## src/sv/brf_pkg.sv

```systemverilog
// Package for the byte ring FIFO: sizes, command codes, queue entry and
// back-end state types. No dependencies.
`default_nettype none

package brf_pkg;

  localparam int DEPTH   = 16;
  localparam int AW      = $clog2(DEPTH);
  localparam int PW      = AW + 1;
  localparam int CW      = $clog2(DEPTH + 1);
  localparam int DATA_W  = 8;
  localparam int REQ_W   = 8;
  localparam int FIELD_W = 5;
  localparam int CMP_W   = (CW > REQ_W) ? CW : REQ_W;

  localparam int QDEPTH  = 2;
  localparam int QAW     = $clog2(QDEPTH);
  localparam int QCW     = $clog2(QDEPTH + 1);

  localparam logic CMD_WRITE = 1'b0;
  localparam logic CMD_READ  = 1'b1;

  typedef struct packed {
    logic              is_read;
    logic [DATA_W-1:0] wbyte;
    logic [AW-1:0]     addr;
    logic              accepted;
    logic [CW-1:0]     granted;
    logic [CW-1:0]     fill;
  } entry_t;

  typedef struct packed {
    logic full;
    logic empty;
  } qstat_t;

  typedef enum logic {
    BK_IDLE,
    BK_READ
  } back_state_t;

endpackage

`default_nettype wire

```

## src/sv/brf_queue.sv

```systemverilog
// Short in-order queue of classified commands between front and back end.
// Depends on brf_pkg.
`default_nettype none

module brf_queue import brf_pkg::*; (
  input  wire logic   clk,
  input  wire logic   rst,
  input  wire logic   push,
  input  wire entry_t entry_in,
  input  wire logic   pop,
  output entry_t      entry_out,
  output qstat_t      stat
);

  entry_t           slots [QDEPTH];
  logic [QAW-1:0]   head;
  logic [QAW-1:0]   tail;
  logic [QCW-1:0]   count;

  always_ff @(posedge clk) begin
    if (rst) begin
      head  <= '0;
      tail  <= '0;
      count <= '0;
    end else begin
      if (push) begin
        tail <= tail + QAW'(1);
      end
      if (pop) begin
        head <= head + QAW'(1);
      end
      case ({push, pop})
        2'b10:   count <= count + QCW'(1);
        2'b01:   count <= count - QCW'(1);
        default: count <= count;
      endcase
    end
  end

  always_ff @(posedge clk) begin
    if (push) begin
      slots[tail] <= entry_in;
    end
  end

  assign entry_out  = slots[head];
  assign stat.full  = (count == QCW'(QDEPTH));
  assign stat.empty = (count == '0);

  a_count_bound: assert property (@(posedge clk) disable iff (rst)
    count <= QCW'(QDEPTH))
    else $error("queue count above depth");

  a_no_overflow: assert property (@(posedge clk) disable iff (rst)
    stat.full && !pop |-> !push)
    else $error("push into full queue");

  a_no_underflow: assert property (@(posedge clk) disable iff (rst)
    stat.empty |-> !pop)
    else $error("pop from empty queue");

endmodule

`default_nettype wire

```

## src/sv/brf_front.sv

```systemverilog
// Front end: accepts command beats, tracks the pointers, clamps read counts
// and pushes classified entries into the queue. Depends on brf_pkg.
`default_nettype none

module brf_front import brf_pkg::*; (
  input  wire logic              clk,
  input  wire logic              rst,
  input  wire logic              start,
  input  wire logic              cmd,
  input  wire logic [DATA_W-1:0] write_byte,
  input  wire logic [REQ_W-1:0]  req_count,
  input  wire qstat_t            qstat,
  output logic                   busy,
  output logic                   push,
  output entry_t                 entry
);

  logic [PW-1:0]    write_ptr;
  logic [PW-1:0]    read_ptr;
  logic [PW-1:0]    write_ptr_next;
  logic [PW-1:0]    read_ptr_next;
  logic [CW-1:0]    held;
  logic [CMP_W-1:0] req_w;
  logic [CMP_W-1:0] held_w;
  logic [CW-1:0]    granted;
  logic             room;

  assign busy   = qstat.full;
  assign push   = start && !busy;
  assign held   = CW'(write_ptr - read_ptr);
  assign room   = (held < CW'(DEPTH));
  assign req_w  = CMP_W'(req_count);
  assign held_w = CMP_W'(held);
  assign granted = (req_w < held_w) ? CW'(req_w) : held;

  always_comb begin
    write_ptr_next = write_ptr;
    read_ptr_next  = read_ptr;
    entry.is_read  = (cmd == CMD_READ);
    entry.wbyte    = write_byte;
    if (cmd == CMD_READ) begin
      entry.addr     = read_ptr[AW-1:0];
      entry.accepted = 1'b0;
      entry.granted  = granted;
      entry.fill     = held - granted;
      read_ptr_next  = read_ptr + PW'(granted);
    end else begin
      entry.addr     = write_ptr[AW-1:0];
      entry.accepted = room;
      entry.granted  = '0;
      entry.fill     = held + CW'(room);
      write_ptr_next = write_ptr + PW'(room);
    end
  end

  always_ff @(posedge clk) begin
    if (rst) begin
      write_ptr <= '0;
      read_ptr  <= '0;
    end else if (push) begin
      write_ptr <= write_ptr_next;
      read_ptr  <= read_ptr_next;
    end
  end

  a_fill_bound: assert property (@(posedge clk) disable iff (rst)
    held <= CW'(DEPTH))
    else $error("pointer distance exceeds depth");

  a_full_drop: assert property (@(posedge clk) disable iff (rst)
    push && cmd == CMD_WRITE && held == CW'(DEPTH) |=> $stable(write_ptr))
    else $error("write pointer moved on full store");

  a_grant_clamp: assert property (@(posedge clk) disable iff (rst)
    push && cmd == CMD_READ |-> entry.granted <= held)
    else $error("grant above bytes held");

endmodule

`default_nettype wire

```

## src/sv/brf_back.sv

```systemverilog
// Back end: pops classified entries, owns the byte store, writes bytes and
// streams granted bytes out one beat per cycle. Depends on brf_pkg.
`default_nettype none

module brf_back import brf_pkg::*; (
  input  wire logic               clk,
  input  wire logic               rst,
  input  wire entry_t             entry,
  input  wire qstat_t             qstat,
  output logic                    pop,
  output logic                    strobe,
  output logic [DATA_W-1:0]       read_byte,
  output logic                    byte_valid,
  output logic                    write_accepted,
  output logic [FIELD_W-1:0]      granted_count,
  output logic [FIELD_W-1:0]      fill_level,
  output logic                    last
);

  logic [DATA_W-1:0] mem [DEPTH];
  logic [DATA_W-1:0] rdata;

  back_state_t state;
  back_state_t state_next;
  entry_t      cur;
  logic [CW-1:0] cnt;
  logic [CW-1:0] cnt_inc;

  // issue-stage controls
  logic          iss_valid;
  logic          iss_bvalid;
  logic          iss_acc;
  logic [CW-1:0] iss_granted;
  logic [CW-1:0] iss_fill;
  logic          iss_last;
  logic [AW-1:0] rd_addr;
  logic          we;

  // output-stage registers
  logic          s_valid;
  logic          s_bvalid;
  logic          s_acc;
  logic [CW-1:0] s_granted;
  logic [CW-1:0] s_fill;
  logic          s_last;

  logic          multi;

  assign cnt_inc = cnt + CW'(1);
  assign multi   = entry.is_read && (entry.granted != '0) && (entry.granted != CW'(1));

  always_comb begin
    state_next = state;
    case (state)
      BK_IDLE: begin
        if (!qstat.empty && multi) begin
          state_next = BK_READ;
        end
      end
      BK_READ: begin
        if (cnt_inc == cur.granted) begin
          state_next = BK_IDLE;
        end
      end
      default: state_next = BK_IDLE;
    endcase
  end

  always_comb begin
    pop         = 1'b0;
    iss_valid   = 1'b0;
    iss_bvalid  = 1'b0;
    iss_acc     = 1'b0;
    iss_granted = '0;
    iss_fill    = '0;
    iss_last    = 1'b0;
    rd_addr     = '0;
    we          = 1'b0;
    case (state)
      BK_IDLE: begin
        if (!qstat.empty) begin
          pop         = 1'b1;
          iss_valid   = 1'b1;
          iss_granted = entry.granted;
          iss_fill    = entry.fill;
          rd_addr     = entry.addr;
          if (entry.is_read && entry.granted != '0) begin
            iss_bvalid = 1'b1;
            iss_last   = (entry.granted == CW'(1));
          end else begin
            iss_last = 1'b1;
            iss_acc  = !entry.is_read && entry.accepted;
            we       = !entry.is_read && entry.accepted;
          end
        end
      end
      BK_READ: begin
        iss_valid   = 1'b1;
        iss_bvalid  = 1'b1;
        iss_granted = cur.granted;
        iss_fill    = cur.fill;
        iss_last    = (cnt_inc == cur.granted);
        rd_addr     = cur.addr + AW'(cnt);
      end
      default: ;
    endcase
  end

  always_ff @(posedge clk) begin
    if (rst) begin
      state   <= BK_IDLE;
      s_valid <= 1'b0;
    end else begin
      state   <= state_next;
      s_valid <= iss_valid;
    end
  end

  always_ff @(posedge clk) begin
    if (pop) begin
      cur <= entry;
      cnt <= CW'(1);
    end else if (state == BK_READ) begin
      cnt <= cnt_inc;
    end
    s_bvalid  <= iss_bvalid;
    s_acc     <= iss_acc;
    s_granted <= iss_granted;
    s_fill    <= iss_fill;
    s_last    <= iss_last;
  end

  // store: one write port, one registered read port
  always_ff @(posedge clk) begin
    if (we) begin
      mem[entry.addr] <= entry.wbyte;
    end
    rdata <= mem[rd_addr];
  end

  assign strobe         = s_valid;
  assign read_byte      = s_bvalid ? rdata : '0;
  assign byte_valid     = s_bvalid;
  assign write_accepted = s_acc;
  assign granted_count  = FIELD_W'(s_granted);
  assign fill_level     = FIELD_W'(s_fill);
  assign last           = s_last;

  a_burst_contiguous: assert property (@(posedge clk) disable iff (rst)
    s_valid && !s_last |=> s_valid && s_bvalid)
    else $error("read burst broken before last beat");

  a_empty_is_last: assert property (@(posedge clk) disable iff (rst)
    s_valid && !s_bvalid |-> s_last)
    else $error("non-data beat without last");

  a_data_has_grant: assert property (@(posedge clk) disable iff (rst)
    s_valid && s_bvalid |-> s_granted != '0 && !s_acc)
    else $error("data beat without a grant");

endmodule

`default_nettype wire

```

## src/sv/byte_ring_fifo.sv

```systemverilog
// Byte ring FIFO, 16 entries. A command accepted at an edge passes through the queue
// and the back end's output registers to its first result beat; the result strobe is
// high one cycle per beat and the receiver cannot stall.
// The back end issues a write or empty read as a single beat and a read granting N bytes
// as N beats, one store read per cycle; busy rises when the 2-entry queue
// fills. Reset (synchronous) clears pointers, queue and control; the store is not cleared.
`default_nettype none

module byte_ring_fifo import brf_pkg::*; (
  input  wire logic               clk,
  input  wire logic               rst,
  input  wire logic               start,
  output logic                    busy,
  input  wire logic               cmd,
  input  wire logic [DATA_W-1:0]  write_byte,
  input  wire logic [REQ_W-1:0]   req_count,
  output logic                    strobe,
  output logic [DATA_W-1:0]       read_byte,
  output logic                    byte_valid,
  output logic                    write_accepted,
  output logic [FIELD_W-1:0]      granted_count,
  output logic [FIELD_W-1:0]      fill_level,
  output logic                    last
);

  entry_t push_entry;
  entry_t head_entry;
  qstat_t qstat;
  logic   push;
  logic   pop;

  brf_front u_front (
    .clk        (clk),
    .rst        (rst),
    .start      (start),
    .cmd        (cmd),
    .write_byte (write_byte),
    .req_count  (req_count),
    .qstat      (qstat),
    .busy       (busy),
    .push       (push),
    .entry      (push_entry)
  );

  brf_queue u_queue (
    .clk       (clk),
    .rst       (rst),
    .push      (push),
    .entry_in  (push_entry),
    .pop       (pop),
    .entry_out (head_entry),
    .stat      (qstat)
  );

  brf_back u_back (
    .clk            (clk),
    .rst            (rst),
    .entry          (head_entry),
    .qstat          (qstat),
    .pop            (pop),
    .strobe         (strobe),
    .read_byte      (read_byte),
    .byte_valid     (byte_valid),
    .write_accepted (write_accepted),
    .granted_count  (granted_count),
    .fill_level     (fill_level),
    .last           (last)
  );

endmodule

`default_nettype wire

```

## config.mk

```make
export PLATFORM = sky130hd
export DESIGN_NAME = byte_ring_fifo
export DESIGN_NICKNAME = d
export VERILOG_FILES = /design/src/sv/brf_pkg.sv /design/src/sv/brf_queue.sv /design/src/sv/brf_front.sv /design/src/sv/brf_back.sv /design/src/sv/byte_ring_fifo.sv
export SDC_FILE = /design/constraint.sdc
export NUM_CORES = 1
export LEC_CHECK = 0
export ABC_AREA = 0
export BUFFER_PORTS_ARGS = -buffer_cell sky130_fd_sc_hd__buf_2
export CORE_MARGIN = 2
export CORE_UTILIZATION = 30
export CTS_CLUSTER_DIAMETER = 30
export DETAILED_ROUTE_END_ITERATION = 8
export GPL_TIMING_DRIVEN = 0
export PLACE_DENSITY = 0.51
export SLEW_MARGIN = 20
export SYNTH_ARGS = -nofsm -noshare
export SYNTH_HDL_FRONTEND = slang
export SYNTH_HIERARCHICAL = 1
export SYNTH_SLANG_ARGS = --single-unit
```

## constraint.sdc

```tcl
create_clock -name clk -period 4.6 [get_ports clk]
set_input_delay 1.15 -clock clk [delete_from_list [all_inputs] [get_ports clk]]
set_output_delay 1.15 -clock clk [all_outputs]
set_load 0.01 [all_outputs]
```

==> results of run 1 <==
## placed cells by master, fill, tap and decap left out, types with 4 or more instances in the layout
master	synthesis	final
a22o_1	11	11
a21o_1	5	5
buf_6	7	7
clkinv_2	0	7
clkinvlp_4	0	7
a21oi_1	19	18
nand2_1	18	18
nand3b_1	4	4
inv_1	15	15
buf_2	9	42
nor2b_1	4	4
edfxtp_1	190	190
nand2b_1	4	4
xor2_1	15	14
clkbuf_1	11	21
dfxtp_1	43	43
clkinv_1	0	4
o21ai_0	15	14
nor2_1	31	30
nand3_1	6	6
clkbuf_16	0	53
nor3_2	0	4
mux2_2	28	28
mux2i_1	85	83
ha_1	18	18
buf_4	10	13
bufinv_16	0	4
and2_1	16	15
nand4_1	4	4
xnor2_1	12	12
clkbuf_8	0	9
mux4_2	14	14
## kinds of logic after synthesis
| logic type | Yosys count | synth area share (%) |
|---|---|---|
| DFF | 233 | 65.7 |
| muxes | 128 | 15.0 |
| and+or+nand+nor | 112 | 5.98 |
| AOI/OAI and AO/OA | 67 | 4.63 |
| buffers and inverters | 56 | 3.13 |
| xor gates and xnor gates | 27 | 2.36 |
| adders and majority gates | 24 | 3.27 |
## per-layer routing
layer	global-route usage [%]	vias to the layer above	share of wire, %
met5	0	-	0
met4	4.46	0	2.1
met3	2.73	44	4.6
met2	19.8	103	46
met1	16.6	2762	47
li1	-	2641	-
## synth_stat cells, drive strengths merged, types with 3 or more instances
cell type / count
a21o: 5
a21oi: 19
a22o: 11
a22oi: 4
and2: 16
and3: 3
buf: 29
clkbuf: 12
dfxtp: 43
edfxtp: 190
fa: 4
ha: 18
inv: 15
mux2: 29
mux2i: 85
mux4: 14
nand2: 18
nand2b: 4
nand3: 7
nand3b: 4
nand4: 4
nor2: 32
nor2b: 4
nor3: 7
o21ai: 15
or3: 3
xnor2: 12
xor2: 15
## repair_timing
action,4_1_cts,5_1_grt
hold buffers,0,0
endpoints found under the setup margin,2,5
pin swaps,0,1
setup buffers,0,0
resized for setup,2,8
gates cloned,0,0
## cell type report
| class | instances | area, um^2 |
|---|---|---|
| plain buffers | 41 | 258 |
| inverters | 15 | 56.3 |
| clock buffers | 73 | 1490 |
| well taps | 442 | 553 |
| fillers | 3107 | 20100 |
| repair buffers | 37 | 208 |
| multi-input cells | 358 | 3190 |
| flip-flops and latches | 233 | 6570 |
| clock inverters | 27 | 320 |
## registers in the layout, summed over array words and instances (netlist names), named ones only
name / flops
u_queue/tail: 1
u_back/last: 1
u_back/state: 1
u_back/cur: 14
u_front/write_ptr: 5
u_back/mem: 128
u_back/granted_count: 5
u_queue/slots: 48
u_back/fill_level: 5
u_queue/head: 1
u_front/read_ptr: 5
u_back/cnt: 5
u_queue/count: 2
u_back/byte_valid: 1
u_back/rdata: 8
u_back/write_accepted: 1
u_back/strobe: 1
## power groups by stage
stage | clock (mW) | combinational (mW) | sequential, mW
after floorplan | 0 | 1.76 | 2.93
after global placement | 0 | 2.44 | 2.95
after detailed placement | 0 | 2.48 | 2.95
after CTS | 3.74 | 2.50 | 2.92
after global routing | 3.86 | 2.72 | 2.95
final | 3.67 | 2.50 | 2.91
## worst register-to-register path, stage by stage (launching register included)
cell and delay (ns):
dfxtp_1 0.31, inv_1 0.11, ha_1 0.20, inv_1 0.06, fa_2 0.60, inv_1 0.06
ha_1 0.26, o21ai_0 0.07, a22oi_1 0.11, o32a_1 0.20, o21ai_0 0.06, or3b_1 0.37
buf_6 0.15, mux2i_2 0.25, a21o_1 0.16, ha_1 0.13, inv_1 0.06, fa_2 0.40
a31oi_4 0.19, and3_1 0.18, a311oi_1 0.05, and3b_1 0.22
## worst paths after layout
kind,to
setup / recovery,u_queue/slots[0][4]
hold / removal,u_back/fill_level[2]
hold reg to reg,u_back/fill_level[2]
setup reg to reg,u_queue/slots[0][4]
## through the flow
| stage | setup slack (ns) | hold WS [ns] | util [%] | total power, mW |
|---|---|---|---|---|
| floorplan | 0.464 | 0.449 | - | 4.69 |
| global placement | -0.0553 | 0.462 | 32.8 | 5.38 |
| global route | -0.0641 | 0.493 | 38.7 | 9.53 |
| CTS | 0.0391 | 0.469 | 38.6 | 9.15 |
| detailed placement | -0.0200 | 0.459 | 33.0 | 5.43 |
| finish | 0.177 | 0.467 | 38.7 | 9.08 |
==> out/qor.txt, run 1 <==
status: finished, final reports clean
CP Depth: 21
diode count: 0
post-synth top area share: 57.1%
Final setup viols: 0
gr usage total: 12.4%
TritonRoute pass-1 iters: 4
gr ovfl total: 0
DPL Wire Length: 13700 um
Cells after DPL: 1126
CP Class: flip-flop to flip-flop
Die Y: 187 um
crit path from: u_front/write_ptr[0]
VDD IR max: 297 uV
WP data required: 4.89 ns
clk_skew: 0.0280 ns
Final Cycle Share: 96.1%
Netlist cell types: 59
RSZ-0062 raised after global routing: true
Post-DRT Antenna Nets: 0
Remaining DRCs: 0
Main synth FF type: edfxtp_1
Worst path slowest cell: fa_2
Slew HR: 28.0%
endpoints failing hold: 0
clock sink count: 233
CP most frequent cell: inv_1
P&R area growth vs syn: 26.5%
htree depth: 2
RR Startpoint: u_front/write_ptr[0]
syn nets: 689
Clock Path Buffers: 3
Synth Register Bits: 233
max-cap viol count: 0
Crit Path Max Fanout: 7
DR vias/cell: 4.53
Leak: 4.92 nW
slowest stage delay, CP: 0.59 ns
Worst Max-Slew Pin Slew: 1.08 ns
Post-synth EDFFs: 190
Pint: 6.35 mW
Die W: 187 um
cell area power density: 718 nW/um^2
I/O pin cnt: 43
path depth of the worst reg2reg path: 21
cts bufs inserted: 53
CORE AREA: 32700 um^2
Top delay family on crit path: adder cells
initial antenna violation count: 2
die area: 34800 um^2
GP Congestion: 0.717
1st-iter DRT viols: 234
Worst-path clk slew: 0.04 ns
final instance area: 12600 um^2
largest area contributor in the netlist: edfxtp_1
r2r setup slk: 0.18 ns
synth top area cells: edfxtp_1 57%, dfxtp_1 8.6%, mux2i_1 8.5%
register area share after synthesis: 65.7%
Logic pwr share: 27.5%
WP buf/inv: 5
fraction of layout instances using a drive strength above 1: 27.7%
largest net degree at the start of global routing: 26
CP Cell Sequence: inv_1 -> ha_1 -> inv_1 -> fa_2 -> inv_1 -> ha_1 -> o21ai_0 -> a22oi_1 -> o32a_1 -> o21ai_0 -> or3b_1 -> buf_6 -> mux2i_2 -> a21o_1 -> ha_1 -> inv_1 -> fa_2 -> a31oi_4 -> and3_1 -> a311oi_1 -> and3b_1
Net Sw Power: 2.73 mW
Hold Path Class: flip-flop to flip-flop
Cell Rows: 66
vias in the first global route: 5646
Sw Ratio: 30.0%
setup tns final: 0 ns
WHS Path Cells: 1
maximum clock rate: 0.226 GHz
CTS root buf: clkbuf_16
Initial Utilization: 30.6%
PortBufs: 33
non-filler cells, final: 1226
Mapped Area: 10000 um^2
fin nets: 781
crit path capture type: flip-flop
routed via count: 5550
synth warn: 6
Synth Instances: 647
DR WL/cell: 17.4 um
power share of the clock group: 40.4%
post-layout min period: 4.42 ns
Post-synth ARST share: 0%
Startpoint Class: flip-flop
first-pass GRT wire length: 33300 um
Avg Cell Area, Syn: 15.5 um^2
critical path arrival: 4.71 ns
Hold Startpoint: u_back/cur[2]
sequential power share: 32.1%
Detailed Route WL: 21400 um
Clk Latency, worst-skew pair: 0.57 ns
max-slew violations: 0
placed cell area: 10800 um^2
CTS tree: done
(Power assumes the default switching activity.)
==> inputs of run 2 (changes only) <==
- CTS_BUF_LIST: not set -> sky130_fd_sc_hd__clkbuf_2 sky130_fd_sc_hd__clkbuf_4 sky130_fd_sc_hd__clkbuf_8
==> out/qor.txt, run 2 (synthesized netlist as in run 1, its figures left out) <==
Cells after DPL: 1126
DR vias/cell: 4.50
WHS: 0.469 ns
gr usage total: 12.4%
hold buffers post-CTS: 0
Initial Utilization: 30.6%
status: finished, final reports clean
CTS root buf: clkbuf_8
Remaining DRCs: 0
fin nets: 782
crit path capture type: flip-flop
max-slew violations: 0
slowest stage delay, CP: 0.59 ns
PortBufs: 33
Detailed Route WL: 21300 um
CP Class: flip-flop to flip-flop
die area: 34800 um^2
cell area power density: 668 nW/um^2
clk_skew: 0.0380 ns
cts bufs inserted: 54
first-pass GRT wire length: 33200 um
RSZ-0062 raised after global routing: true
Worst path slowest cell: fa_2
VDD IR max: 263 uV
post-layout min period: 4.40 ns
diode count: 0
vias in the first global route: 5646
Clk Latency, worst-skew pair: 0.60 ns
DPL Wire Length: 13700 um
largest net degree at the start of global routing: 26
fraction of layout instances using a drive strength above 1: 29.4%
WP buf/inv: 5
most flop-heavy register: u_back/mem
Clock Path Buffers: 3
GP Congestion: 0.717
Metal-1 WL: 9990 um
gr ovfl total: 0
maximum clock rate: 0.227 GHz
critical path arrival: 4.71 ns
final instance area: 12100 um^2
Worst-path clk slew: 0.05 ns
routed via count: 5530
P&R area growth vs syn: 21.2%
Top delay family on crit path: adder cells
htree depth: 2
Die W: 187 um
commonest non-fill, non-tap cells in the layout: 190 x edfxtp_1, 83 x mux2i_1, 63 x clkbuf_8
max-cap viol count: 0
clock sink count: 233
WP data required: 4.91 ns
most common cell after layout, fill and taps aside: edfxtp_1
CP most frequent cell: inv_1
Slew HR: 29.7%
placed cell area: 10800 um^2
Final setup viols: 0
met3 wire length: 958 um
Startpoint Class: flip-flop
Post-CTS Setup Repair Bufs: 0
DR WL/cell: 17.4 um
Hold Path Class: flip-flop to flip-flop
TritonRoute pass-1 iters: 6
DR WL met2: 9920 um
Final Cycle Share: 95.6%
top flop regs: u_back/mem: 128 flops, u_queue/slots: 48 flops, u_back/cur: 14 flops
CORE AREA: 32700 um^2
Cell Rows: 66
Worst Max-Slew Pin Slew: 1.05 ns
Die Y: 187 um
CP Cell Sequence: inv_1 -> ha_2 -> inv_1 -> fa_2 -> inv_1 -> ha_1 -> o21ai_0 -> a22oi_1 -> o32a_1 -> o21ai_0 -> or3b_1 -> buf_6 -> mux2i_2 -> a21o_1 -> ha_1 -> inv_1 -> fa_2 -> a31oi_4 -> and3_1 -> a311oi_1 -> and3b_1
initial antenna violation count: 2
uppermost layer routed: met4
endpoints failing hold: 0
total power: 8.09 mW
Leak: 4.71 nW
1st-iter DRT viols: 298
CTS tree: done
Post-DRT Antenna Nets: 0
I/O pin cnt: 43
max reg flops: 128
final-layout fill cell count: 3176
non-filler cells, final: 1228
Crit Path Max Fanout: 7
==> run 2: changes by cell type in the layout (fill, tap and decap cells not counted), sizes merged <==
cell / delta
bufinv: +2
clkbuf: +2
clkinvlp: -3
inv: +1
==> run 2: path summary, 6_finish.rpt <==
check / cells past startpoint / start / to / slack (ns)
max: 21 / u_front/write_ptr[0] / u_queue/slots[0][4] / 0.20
min: 1 / u_back/cur[2] / u_back/fill_level[2] / 0.47
max reg2reg: 21 / u_front/write_ptr[0] / u_queue/slots[0][4] / 0.20
min reg2reg: 1 / u_back/cur[2] / u_back/fill_level[2] / 0.47
==> run 2: area by class of cell <==
class / instances / area [um^2] / share of cell area, %
flip-flops and latches: 233 / 6570 / 54.2
multi-input cells: 358 / 3190 / 26.4
clock buffers: 75 / 957 / 7.90
well taps: 442 / 553 / 4.56
clock inverters: 27 / 328 / 2.70
plain buffers: 41 / 258 / 2.13
repair buffers: 37 / 208 / 1.71
inverters: 15 / 56.3 / 0.465
==> run 2: worst register-to-register path: cells and delay by family, from the launching register on <==
family,cells,cell delay [ns]
DFF,1,0.31
AOI/OAI and AO/OA,7,0.83
muxes,1,0.24
adders and majority gates,5,1.58
buffers and inverters,5,0.43
and+or+nand+nor,3,0.76
==> run 2: routing by layer <==
metal | global-route usage [%] | vias to the layer above
met2 | 19.8 | 104
met5 | 0 | -
met3 | 2.80 | 37
li1 | - | 2643
met1 | 16.4 | 2746
met4 | 4.61 | 0
==> run 2: power breakdown <==
group          switching [mW]  internal (mW)  leakage [nW]  total (mW)
sequential              0.128           2.78          2.09        2.90
clock                   0.989           1.70         0.658        2.69
combinational            1.42           1.08          1.96        2.49
==> run 2: per-stage QoR <==
stage / setup TNS [ns] / worst slack, ns / util (%)
6_report: 0 / 0.203 / 37.1
5_1_grt: -0.237 / -0.0651 / 37.1
4_1_cts: 0 / 0.0400 / 37.0
3_5_place_dp: -0.0400 / -0.0200 / 33.0
3_3_place_gp: -0.111 / -0.0553 / 32.8
2_1_floorplan: 0 / 0.464 / -
==> run 2: timing repair <==
action,in CTS,in global routing
endpoints found under the setup margin,2,5
gates resized for setup,2,9
pin swaps,0,1
cloned,0,0
